<file path="src/sv/pfs_pkg.sv">
package pfs_pkg;

    localparam int unsigned PctMax    = 100;
    localparam int unsigned RampSteps = 30;
    localparam int unsigned RampFloor = 10;
    localparam int unsigned LowLimit  = 30;
    localparam int unsigned LowGoal   = 31;

    // 8191 = 81*100 + 91, and 477113 = 91 * ceil(2^19 / 100)
    localparam int unsigned DutyWhole = 81;
    localparam int unsigned DutyFrac  = 477113;
    localparam int unsigned FracShift = 19;

    localparam int unsigned OpcodeW  = 3;
    localparam int unsigned PercentW = 7;
    localparam int unsigned DutyW    = 13;
    localparam int unsigned StepW    = 3;
    localparam int unsigned CountW   = 5;
    localparam int unsigned FadeMsW  = 16;
    localparam int unsigned FadeMsReset = 10;

    typedef enum logic [OpcodeW-1:0] {
        OP_TICK     = 3'd0,
        OP_ON       = 3'd1,
        OP_OFF      = 3'd2,
        OP_UPDATE   = 3'd3,
        OP_FADE_ON  = 3'd4,
        OP_FADE_OFF = 3'd5,
        OP_RESUME   = 3'd6,
        OP_NOP      = 3'd7
    } t_opcode;

    typedef enum logic [1:0] {
        ACT_NONE     = 2'd0,
        ACT_FADE     = 2'd1,
        ACT_SET_FADE = 2'd2
    } t_action;

    typedef struct packed {
        t_action          action;
        logic [DutyW-1:0] fade_duty;
        logic             fading_active;
        logic             last;
    } t_result;

    // results produced by one item, zero to two of them
    typedef struct packed {
        logic [1:0] num;
        t_result    res0;
        t_result    res1;
    } t_push;

    // percent (0..100) to duty, truncating p*8191/100
    function automatic logic [DutyW-1:0] pct_to_duty(input logic [PercentW-1:0] p);
        logic [13:0] whole;
        logic [26:0] frac;
        whole = 14'(p) * 14'(DutyWhole);
        frac  = 27'(p) * 27'(DutyFrac);
        return DutyW'(whole + 14'(frac[26:FracShift]));
    endfunction

    // floor(x / 30) for x in 0..100
    function automatic logic [StepW-1:0] step_of(input logic [PercentW-1:0] x);
        logic [StepW-1:0] s;
        if (x >= PercentW'(3 * RampSteps)) begin
            s = 3'd3;
        end else if (x >= PercentW'(2 * RampSteps)) begin
            s = 3'd2;
        end else if (x >= PercentW'(RampSteps)) begin
            s = 3'd1;
        end else begin
            s = 3'd0;
        end
        return s;
    endfunction

endpackage

</file>
<file path="src/sv/pfs_if.sv">
interface pfs_cmd_if;
    logic                          valid;
    logic                          ready;
    logic [pfs_pkg::OpcodeW-1:0]   opcode;
    logic [pfs_pkg::PercentW-1:0]  percent;

    modport source (output valid, output opcode, output percent, input ready);
    modport sink   (input valid, input opcode, input percent, output ready);
endinterface

interface pfs_res_if;
    logic                        valid;
    logic                        ready;
    logic [1:0]                  action;
    logic [pfs_pkg::DutyW-1:0]   fade_duty;
    logic                        fading_active;
    logic                        last;

    modport source (output valid, output action, output fade_duty,
                    output fading_active, output last, input ready);
    modport sink   (input valid, input action, input fade_duty,
                    input fading_active, input last, output ready);
endinterface

</file>
<file path="src/sv/pfs_engine.sv">
module pfs_engine (
    input  logic                           i_clk,
    input  logic                           i_rst_n,
    input  logic                           i_valid,
    output logic                           o_ready,
    input  logic [pfs_pkg::OpcodeW-1:0]    i_opcode,
    input  logic [pfs_pkg::PercentW-1:0]   i_percent,
    input  logic                           i_room,
    output logic                           o_push_en,
    output pfs_pkg::t_push                 o_push
);

    logic                          r_in_valid;
    pfs_pkg::t_opcode              r_opcode;
    logic [pfs_pkg::PercentW-1:0]  r_percent;

    logic                          r_ramp_active, n_ramp_active;
    logic                          r_ramp_falling, n_ramp_falling;
    logic [pfs_pkg::PercentW-1:0]  r_goal, n_goal;
    logic [pfs_pkg::PercentW-1:0]  r_level, n_level;
    logic [pfs_pkg::StepW-1:0]     r_step, n_step;
    logic [pfs_pkg::CountW-1:0]    r_count, n_count;
    logic [pfs_pkg::DutyW-1:0]     r_held, n_held;

    logic                          fire;
    logic [pfs_pkg::PercentW-1:0]  p_sat;
    logic [pfs_pkg::PercentW-1:0]  p_goal;
    logic [pfs_pkg::CountW-1:0]    tick_count;
    logic [pfs_pkg::PercentW:0]    rise_sum;
    logic [pfs_pkg::PercentW-1:0]  rise_level;
    logic [pfs_pkg::PercentW-1:0]  fall_level;
    logic [pfs_pkg::PercentW-1:0]  tick_level;
    logic                          tick_done;
    logic [pfs_pkg::DutyW-1:0]     level_duty;
    logic [pfs_pkg::DutyW-1:0]     final_duty;
    logic [pfs_pkg::DutyW-1:0]     cmd_duty;
    pfs_pkg::t_push                push;

    // request holds in the input register until the result queue has room for two
    assign fire    = r_in_valid && i_room;
    assign o_ready = !r_in_valid || i_room;

    always_ff @(posedge i_clk) begin
        if (!i_rst_n) begin
            r_in_valid <= 1'b0;
        end else if (o_ready) begin
            r_in_valid <= i_valid;
        end
        if (o_ready && i_valid) begin
            r_opcode  <= pfs_pkg::t_opcode'(i_opcode);
            r_percent <= i_percent;
        end
    end

    // saturated percent and fade goal
    assign p_sat  = (r_percent > pfs_pkg::PercentW'(pfs_pkg::PctMax))
                    ? pfs_pkg::PercentW'(pfs_pkg::PctMax) : r_percent;
    assign p_goal = (p_sat < pfs_pkg::PercentW'(pfs_pkg::LowLimit))
                    ? pfs_pkg::PercentW'(pfs_pkg::LowGoal) : p_sat;

    // one ramp step
    assign tick_count = r_count + 1'b1;
    assign rise_sum   = {1'b0, r_level} + (pfs_pkg::PercentW + 1)'(r_step);
    assign rise_level = (rise_sum > {1'b0, r_goal}) ? r_goal
                        : rise_sum[pfs_pkg::PercentW-1:0];
    assign fall_level = r_level - pfs_pkg::PercentW'(r_step);

    always_comb begin
        if (!r_ramp_falling) begin
            tick_done  = tick_count >= pfs_pkg::CountW'(pfs_pkg::RampSteps);
            tick_level = tick_done ? r_goal : rise_level;
        end else begin
            tick_done  = (tick_count >= pfs_pkg::CountW'(pfs_pkg::RampSteps))
                         || (fall_level < pfs_pkg::PercentW'(pfs_pkg::RampFloor));
            tick_level = tick_done ? '0 : fall_level;
        end
    end

    assign level_duty = pfs_pkg::pct_to_duty(r_level);
    assign final_duty = pfs_pkg::pct_to_duty(tick_level);
    assign cmd_duty   = pfs_pkg::pct_to_duty(p_sat);

    // per-opcode results and next state
    always_comb begin
        n_ramp_active  = r_ramp_active;
        n_ramp_falling = r_ramp_falling;
        n_goal         = r_goal;
        n_level        = r_level;
        n_step         = r_step;
        n_count        = r_count;
        n_held         = r_held;
        push.num       = 2'd0;
        push.res0      = '{action: pfs_pkg::ACT_FADE, fade_duty: cmd_duty,
                           fading_active: r_ramp_active, last: 1'b1};
        push.res1      = '{action: pfs_pkg::ACT_FADE, fade_duty: final_duty,
                           fading_active: 1'b0, last: 1'b1};
        case (r_opcode)
            pfs_pkg::OP_TICK: begin
                if (r_ramp_active) begin
                    n_count             = tick_count;
                    n_level             = tick_level;
                    push.res0.fade_duty     = level_duty;
                    push.res0.fading_active = 1'b1;
                    push.res0.last          = !tick_done;
                    if (tick_done) begin
                        push.num      = 2'd2;
                        n_held        = final_duty;
                        n_ramp_active = 1'b0;
                    end else begin
                        push.num      = 2'd1;
                        n_held        = level_duty;
                    end
                end
            end
            pfs_pkg::OP_ON: begin
                push.num         = 2'd1;
                push.res0.action = pfs_pkg::ACT_SET_FADE;
            end
            pfs_pkg::OP_OFF: begin
                push.num            = 2'd1;
                push.res0.fade_duty = '0;
            end
            pfs_pkg::OP_UPDATE: begin
                push.num = 2'd1;
            end
            pfs_pkg::OP_FADE_ON: begin
                n_goal         = p_goal;
                n_count        = '0;
                n_ramp_active  = 1'b1;
                n_ramp_falling = 1'b0;
                n_level        = pfs_pkg::PercentW'(pfs_pkg::RampFloor);
                n_step         = pfs_pkg::step_of(
                                     p_goal - pfs_pkg::PercentW'(pfs_pkg::RampFloor));
            end
            pfs_pkg::OP_FADE_OFF: begin
                n_goal         = p_goal;
                n_count        = '0;
                n_ramp_active  = 1'b1;
                n_ramp_falling = 1'b1;
                n_level        = p_goal;
                n_step         = pfs_pkg::step_of(p_goal);
            end
            pfs_pkg::OP_RESUME: begin
                if (r_ramp_active) begin
                    push.num                = 2'd1;
                    push.res0.fade_duty     = r_held;
                    push.res0.fading_active = 1'b1;
                end
            end
            default: begin
                push.num = 2'd0;
            end
        endcase
    end

    // ramp state
    always_ff @(posedge i_clk) begin
        if (!i_rst_n) begin
            r_ramp_active  <= 1'b0;
            r_ramp_falling <= 1'b0;
            r_goal         <= '0;
            r_level        <= '0;
            r_step         <= '0;
            r_count        <= '0;
            r_held         <= '0;
        end else if (fire) begin
            r_ramp_active  <= n_ramp_active;
            r_ramp_falling <= n_ramp_falling;
            r_goal         <= n_goal;
            r_level        <= n_level;
            r_step         <= n_step;
            r_count        <= n_count;
            r_held         <= n_held;
        end
    end

    assign o_push_en = fire;
    assign o_push    = push;

endmodule

</file>
<file path="src/sv/pfs_out_fifo.sv">
module pfs_out_fifo (
    input  logic              i_clk,
    input  logic              i_rst_n,
    input  logic              i_push_en,
    input  pfs_pkg::t_push    i_push,
    output logic              o_room,
    output logic              o_valid,
    input  logic              i_ready,
    output pfs_pkg::t_result  o_data
);

    localparam int unsigned Depth = 4;
    localparam int unsigned PtrW  = $clog2(Depth);

    pfs_pkg::t_result  r_mem [Depth];
    logic [PtrW-1:0]   r_wr_ptr;
    logic [PtrW-1:0]   r_rd_ptr;
    logic [PtrW:0]     r_fill;

    logic              pop;
    logic [1:0]        push_num;
    logic [PtrW-1:0]   wr_ptr_1;

    assign push_num = i_push_en ? i_push.num : 2'd0;
    assign pop      = o_valid && i_ready;
    assign wr_ptr_1 = r_wr_ptr + 1'b1;

    // room for the largest burst of one request
    assign o_room  = r_fill <= (PtrW + 1)'(Depth - 2);
    assign o_valid = r_fill != '0;
    assign o_data  = r_mem[r_rd_ptr];

    // storage writes
    always_ff @(posedge i_clk) begin
        if (push_num != 2'd0) begin
            r_mem[r_wr_ptr] <= i_push.res0;
        end
        if (push_num == 2'd2) begin
            r_mem[wr_ptr_1] <= i_push.res1;
        end
    end

    // pointers and fill level
    always_ff @(posedge i_clk) begin
        if (!i_rst_n) begin
            r_wr_ptr <= '0;
            r_rd_ptr <= '0;
            r_fill   <= '0;
        end else begin
            r_wr_ptr <= r_wr_ptr + PtrW'(push_num);
            if (pop) begin
                r_rd_ptr <= r_rd_ptr + 1'b1;
            end
            r_fill <= r_fill + (PtrW + 1)'(push_num) - (PtrW + 1)'(pop);
        end
    end

endmodule

</file>
<file path="src/sv/stepped_pwm_fade_sequencer_core.sv">
// Stepped PWM fade sequencer. Takes brightness commands and ticks on i_cmd and
// sends fade commands for a 13-bit PWM channel on o_res. A command enters an
// input register, its results are worked out combinationally and go to a
// four-entry result queue, so a new request is taken every cycle while the
// queue has room for two results; a result is offered on o_res once in the queue.
// On, off, update, a tick during a ramp and a resume during a ramp give one
// result, the tick that ends a ramp gives two, and fade on, fade off, no-op,
// idle ticks and idle resumes give none. fade_time_ms is written through
// i_cfg_we and i_cfg_wdata and held on o_fade_time_ms for the channel driver;
// the user must write it only while idle, and the block does not enforce this.
module stepped_pwm_fade_sequencer_core (
    input  logic                          i_clk,
    input  logic                          i_rst_n,
    input  logic                          i_cfg_we,
    input  logic [pfs_pkg::FadeMsW-1:0]   i_cfg_wdata,
    output logic [pfs_pkg::FadeMsW-1:0]   o_fade_time_ms,
    pfs_cmd_if.sink                       i_cmd,
    pfs_res_if.source                     o_res
);

    logic [pfs_pkg::FadeMsW-1:0]  r_fade_time_ms;
    logic                         room;
    logic                         push_en;
    pfs_pkg::t_push               push;
    pfs_pkg::t_result             res;

    // fade duration register
    always_ff @(posedge i_clk) begin
        if (!i_rst_n) begin
            r_fade_time_ms <= pfs_pkg::FadeMsW'(pfs_pkg::FadeMsReset);
        end else if (i_cfg_we) begin
            r_fade_time_ms <= i_cfg_wdata;
        end
    end

    assign o_fade_time_ms = r_fade_time_ms;

    pfs_engine u_engine (
        .i_clk     (i_clk),
        .i_rst_n   (i_rst_n),
        .i_valid   (i_cmd.valid),
        .o_ready   (i_cmd.ready),
        .i_opcode  (i_cmd.opcode),
        .i_percent (i_cmd.percent),
        .i_room    (room),
        .o_push_en (push_en),
        .o_push    (push)
    );

    pfs_out_fifo u_out_fifo (
        .i_clk     (i_clk),
        .i_rst_n   (i_rst_n),
        .i_push_en (push_en),
        .i_push    (push),
        .o_room    (room),
        .o_valid   (o_res.valid),
        .i_ready   (o_res.ready),
        .o_data    (res)
    );

    assign o_res.action        = res.action;
    assign o_res.fade_duty     = res.fade_duty;
    assign o_res.fading_active = res.fading_active;
    assign o_res.last          = res.last;

endmodule
</file>
<file path="src/flat_wrapper.sv">
// flat-port wrapper written by rule: the top's interface ports become plain ports
module stepped_pwm_fade_sequencer_core_flat 
  (i_clk, i_rst_n, i_cfg_we, i_cfg_wdata, o_fade_time_ms, i_cmd_valid, i_cmd_opcode, i_cmd_percent, i_cmd_ready, o_res_valid, o_res_action, o_res_fade_duty, o_res_fading_active, o_res_last, o_res_ready);
  pfs_cmd_if i_cmd_i ();
  pfs_res_if o_res_i ();
  input  logic i_clk;
  input  logic i_rst_n;
  input  logic i_cfg_we;
  input  logic [pfs_pkg::FadeMsW-1:0] i_cfg_wdata;
  output logic [pfs_pkg::FadeMsW-1:0] o_fade_time_ms;
  input wire logic [$bits(i_cmd_i.valid)-1:0] i_cmd_valid;
  input wire logic [$bits(i_cmd_i.opcode)-1:0] i_cmd_opcode;
  input wire logic [$bits(i_cmd_i.percent)-1:0] i_cmd_percent;
  output wire logic [$bits(i_cmd_i.ready)-1:0] i_cmd_ready;
  output wire logic [$bits(o_res_i.valid)-1:0] o_res_valid;
  output wire logic [$bits(o_res_i.action)-1:0] o_res_action;
  output wire logic [$bits(o_res_i.fade_duty)-1:0] o_res_fade_duty;
  output wire logic [$bits(o_res_i.fading_active)-1:0] o_res_fading_active;
  output wire logic [$bits(o_res_i.last)-1:0] o_res_last;
  input wire logic [$bits(o_res_i.ready)-1:0] o_res_ready;
  assign i_cmd_i.valid = i_cmd_valid;
  assign i_cmd_i.opcode = i_cmd_opcode;
  assign i_cmd_i.percent = i_cmd_percent;
  assign i_cmd_ready = i_cmd_i.ready;
  assign o_res_valid = o_res_i.valid;
  assign o_res_action = o_res_i.action;
  assign o_res_fade_duty = o_res_i.fade_duty;
  assign o_res_fading_active = o_res_i.fading_active;
  assign o_res_last = o_res_i.last;
  assign o_res_i.ready = o_res_ready;
  stepped_pwm_fade_sequencer_core u_core (.i_clk(i_clk), .i_rst_n(i_rst_n), .i_cfg_we(i_cfg_we), .i_cfg_wdata(i_cfg_wdata), .o_fade_time_ms(o_fade_time_ms), .i_cmd(i_cmd_i), .o_res(o_res_i));
endmodule
</file>
<file path="config.mk">
export PLATFORM = sky130hd
export DESIGN_NAME = stepped_pwm_fade_sequencer_core_flat
export DESIGN_NICKNAME = d
export VERILOG_FILES = /design/src/sv/pfs_pkg.sv /design/src/sv/pfs_if.sv /design/src/sv/pfs_engine.sv /design/src/sv/pfs_out_fifo.sv /design/src/sv/stepped_pwm_fade_sequencer_core.sv /design/src/flat_wrapper.sv
export SDC_FILE = /design/constraint.sdc
export NUM_CORES = 1
export LEC_CHECK = 0
export BUFFER_PORTS_ARGS = -buffer_cell sky130_fd_sc_hd__buf_2
export CAP_MARGIN = 40
export CORE_MARGIN = 2
export CORE_UTILIZATION = 40
export CTS_CLUSTER_DIAMETER = 120
export DETAILED_ROUTE_END_ITERATION = 8
export HOLD_SLACK_MARGIN = 0.12
export PLACE_DENSITY = 0.53
export SKIP_LAST_GASP = 1
export SLEW_MARGIN = 0
export SYNTH_ARGS = -nofsm -noshare
export SYNTH_HDL_FRONTEND = slang
export SYNTH_SLANG_ARGS = --single-unit
</file>
<file path="constraint.sdc">
create_clock -name i_clk -period 29.4 [get_ports i_clk]
set_clock_uncertainty 0.2 [all_clocks]
set_input_delay 2.94 -clock i_clk [delete_from_list [all_inputs] [get_ports i_clk]]
set_output_delay 2.94 -clock i_clk [all_outputs]
set_load 0.02 [all_outputs]
</file>
==> implementation parameters <==
Parameter                              Value

Run status
  Status    finished clean

Pwr
  Portion of total power attributed to sequential cells    18.5%
  Internal power of the cells    648 uW
  Power spent charging and discharging nets    598 uW
  Switch share    48.0%
  Share of power burned in combinational logic    63.8%
  IR Drop Worst-Case VDD    50.4 uV
  Total power density per cell area    73.7 nW/um^2
  Leak    8.56 nW
  Total power    1.25 mW
  Clock power share    17.6%

Clocking
  Number of buffers inserted by hold repair at cts    0
  Latest clock arrival within the worst-skew pair    0.43 ns
  CTS tree    yes
  Postcts setup bufs    0
  Clock-pin slew reported for the worst setup and hold paths after clock tree synthesis    0.07 ns
  Post-CTS resize count    0
  Root cell of the clock tree    sky130_fd_sc_hd__clkbuf_16
  Clk sink count    140
  Maximum level of the CTS H-tree    4
  Cts bufs inserted    17
  Max Buffers Root-to-Sink    2

Global routing
  Initial antenna violation count    0
  Maximum number of pins on one net before global-route repair    39
  Total GRT Usage    19.6%
  Overall overflow remaining after global route    0
  Wire length of the first global-routing pass    62.8 mm
  Via count of the first global-routing pass    11600

Final layout
  Filler instances    3746
  Layout cells sized above 1    9.30%
  Total inserted antenna cells    0
  Count of nets after finishing    2088
  Layout overhead on the synthesized area    9.72%
  Layout Cells excl Fill    2156
  Finished layout cell area    16900 um^2

Floorplan
  # rows    71
  Die span in y    200 um
  Die area    40100 um^2
  Core footprint    37800 um^2
  Horizontal die dimension    200 um
  Top Ports    66
  Initial Utilization    40.7%

Routing
  Average wire length per cell after detail routing    17.5 um
  Vias post-DR    11300
  Wire length reported by the detailed router    37.8 mm
  Antenna viol nets, final    0
  Drt first pass iters    7
  DRC    0
  Number of DRC markers in iteration 0    477
  Via/cell ratio    5.24

Run
  Maxcap violations    0

Synthesis
  Share of the synthesized area in the top cell type    26.3%
  Compound-Gate Fraction of Synth Area    13.7%
  Largest family of logic cells by synthesized area    adder cells
  Synthesis warning total    0
  Summed instance area of the synthesized netlist    15400 um^2
  Proportion of synthesized chip area in sequential cells    22.2%
  Synth Area in Simple Gates    8.90%
  Parity-gate share of the synthesized area counting xor and xnor cells    4.26%
  Syn Nets    2032
  Cell count after synthesis    1576
  Async set-or-reset flop fraction in the synthesized netlist    0%
  Post-synthesis adder-cell area fraction    39.4%
  Number of register bits inferred by synthesis    140
  Mux cell area share after synthesis    4.30%
  Count of flip-flops with a built-in enable after synthesis    62
  Top area cells in the synthesized netlist    sky130_fd_sc_hd__ha_1 (26%), sky130_fd_sc_hd__fa_1 (13%), sky130_fd_sc_hd__edfxtp_1 (12%), sky130_fd_sc_hd__dfxtp_1 (10%), sky130_fd_sc_hd__inv_1 (6.1%)
  Most used DFF post-synth    sky130_fd_sc_hd__dfxtp_1
  Count of distinct cell types in the synthesized netlist    77
  Mean Syn Cell Area    9.78 um^2
  Leading area contributor after synthesis    sky130_fd_sc_hd__ha_1

Critical path
  Launching element type of the critical path    register
  Top cell by count, worst path    sky130_fd_sc_hd__ha_1
  Critical path arrival    11.70 ns
  Sort of element at the end of the critical path    register
  Kind of critical path    reg2reg
  Data required time at the worst endpoint    29.35 ns
  Slowest Stage Delay on Critical Path    0.84 ns
  Top fanout value on the critical path    14
  Slowest cell on the critical path    sky130_fd_sc_hd__dfxtp_1

Timing
  Worst slew margin    34.5%
  Setup repair after global routing missed its margin    false
  WHS    0.258 ns
  Final critical-path required period    11.75 ns
  Finish-stage setup viols    0
  Portion of the clock cycle consumed by the worst path in the final layout    40.0%
  Number of hold-slack violations in the final timing report    0
  Fmax achieved    0.0851 GHz
  Final Max Slew Viols    0
  Sum Neg Setup Slack    0 ns
  Slew of the pin with the lowest slew margin    0.982 ns

Placement
  Input/output buffers    65
  Post-Place Cell Area    16300 um^2
  Cell count after placement    2124
  Final RePlAce weighted congestion    0.871
  Detailed placer's ending HPWL    30.7 mm

Hold path
  Worst Hold Class    reg2reg
## through the flow
stage / util, % / worst slack (ns)
final: 44.7 / 17.65
after global routing: 44.7 / 16.75
after CTS: 44.7 / 17.62
after detailed placement: 43.1 / 17.66
after global placement: 43.0 / 17.91
after floorplan: - / 18.82
## Yosys cell counts, types with 13 or more instances
cell type / count
sky130_fd_sc_hd__nor2b_1: 15
sky130_fd_sc_hd__a22o_1: 14
sky130_fd_sc_hd__edfxtp_1: 62
sky130_fd_sc_hd__clkbuf_1: 32
sky130_fd_sc_hd__dfxtp_1: 78
sky130_fd_sc_hd__mux4_2: 17
sky130_fd_sc_hd__xor2_1: 22
sky130_fd_sc_hd__nand2b_1: 13
sky130_fd_sc_hd__nor2_1: 101
sky130_fd_sc_hd__inv_1: 252
sky130_fd_sc_hd__ha_1: 324
sky130_fd_sc_hd__nand2_1: 79
sky130_fd_sc_hd__o21a_1: 13
sky130_fd_sc_hd__a21o_1: 25
sky130_fd_sc_hd__nand3_1: 26
sky130_fd_sc_hd__mux2i_1: 28
sky130_fd_sc_hd__o21ai_0: 52
sky130_fd_sc_hd__xnor2_1: 53
sky130_fd_sc_hd__a211oi_1: 20
sky130_fd_sc_hd__a21oi_1: 57
sky130_fd_sc_hd__fa_1: 101
sky130_fd_sc_hd__o22ai_1: 36
sky130_fd_sc_hd__nor3_1: 20
## critical path: cells and delay by family, from the launching register on
family	cells	cell delay [ns]
buffers and inverters	2	0.23
xor gates and xnor gates	4	0.86
muxes	1	0.23
DFF	1	0.84
adders and majority gates	11	4.06
AOI/OAI and AO/OA	14	3.30
and+or+nand+nor	9	1.77
## cells in the final DEF (no fill, tap or decap), drive strengths merged, types with 26 or more instances in the layout
| cell | n |
|---|---|
| edfxtp | 62 |
| ha | 324 |
| a21oi | 59 |
| buf | 78 |
| inv | 256 |
| nand3 | 26 |
| fa | 101 |
| mux2i | 28 |
| xnor2 | 53 |
| nor2 | 101 |
| o22ai | 36 |
| dfxtp | 78 |
| o21ai | 53 |
| nand2 | 79 |
## flip-flops by register name, summed over array words and instances (netlist names), named ones only
signal                          cells
u_core.u_engine.r_step              2
u_core.u_out_fifo.r_wr_ptr          2
u_core.u_engine.r_held             13
u_core.u_out_fifo.r_fill            3
u_core.u_engine.r_ramp_falling      1
u_core.u_engine.r_goal              7
u_core.u_engine.r_level             7
u_core.u_out_fifo.r_mem            68
u_core.u_engine.r_count             5
u_core.u_engine.r_opcode            3
u_core.u_engine.r_ramp_active       1
u_core.u_engine.r_in_valid          1
u_core.u_engine.r_percent           7
u_core.o_fade_time_ms              16
u_core.u_out_fifo.r_rd_ptr          2
## final timing paths
kind / startpoint / slack, ns / depth (start not counted) / endpoint
worst min-delay path: u_core.u_engine.r_held[4] / 0.26 / 2 / u_core.u_engine.r_held[4]
worst max-delay path: u_core.u_engine.r_level[0] / 17.65 / 41 / u_core.u_out_fifo.r_mem[0][14]
worst max register to register: u_core.u_engine.r_level[0] / 17.65 / 41 / u_core.u_out_fifo.r_mem[0][14]
worst min register to register: u_core.u_engine.r_held[4] / 0.26 / 2 / u_core.u_engine.r_held[4]
## cell families (layout without fill, tap and decap cells)
logic type	count (synthesis)	after routing
adders and majority gates	425	425
AOI/OAI and AO/OA	302	302
and+or+nand+nor	295	295
buffers and inverters	294	363
DFF	140	140
xor gates and xnor gates	75	75
muxes	45	45
## power groups by stage
| stage | logic [mW] | registers, mW | clock network, mW |
|---|---|---|---|
| after floorplan | 0.549 | 0.231 | 0 |
| after global placement | 0.789 | 0.236 | 0 |
| after detailed placement | 0.797 | 0.235 | 0 |
| after CTS | 0.807 | 0.231 | 0.224 |
| after global routing | 0.907 | 0.233 | 0.233 |
| final | 0.796 | 0.231 | 0.220 |
## per-layer routing
layer  vias to the layer above  track usage [%]  part of all wire [%]
met4                         0             3.70                   1.3
met2                       208             33.4                    47
met3                        32             3.21                   3.7
li1                       5610                -                     -
met1                      5440             26.3                    48
met5                         -                0                     0
## final cells by class
| class | count | area (um^2) | area share [%] |
|---|---|---|---|
| well taps | 511 | 639 | 3.78 |
| clock buffers | 17 | 425 | 2.51 |
| inverters | 253 | 950 | 5.61 |
| clock inverters | 15 | 164 | 0.969 |
| multi-input cells | 1142 | 10900 | 64.3 |
| repair buffers | 78 | 438 | 2.59 |
| flip-flops and latches | 140 | 3420 | 20.2 |
Note: power is estimated with default switching activity, not from simulation.
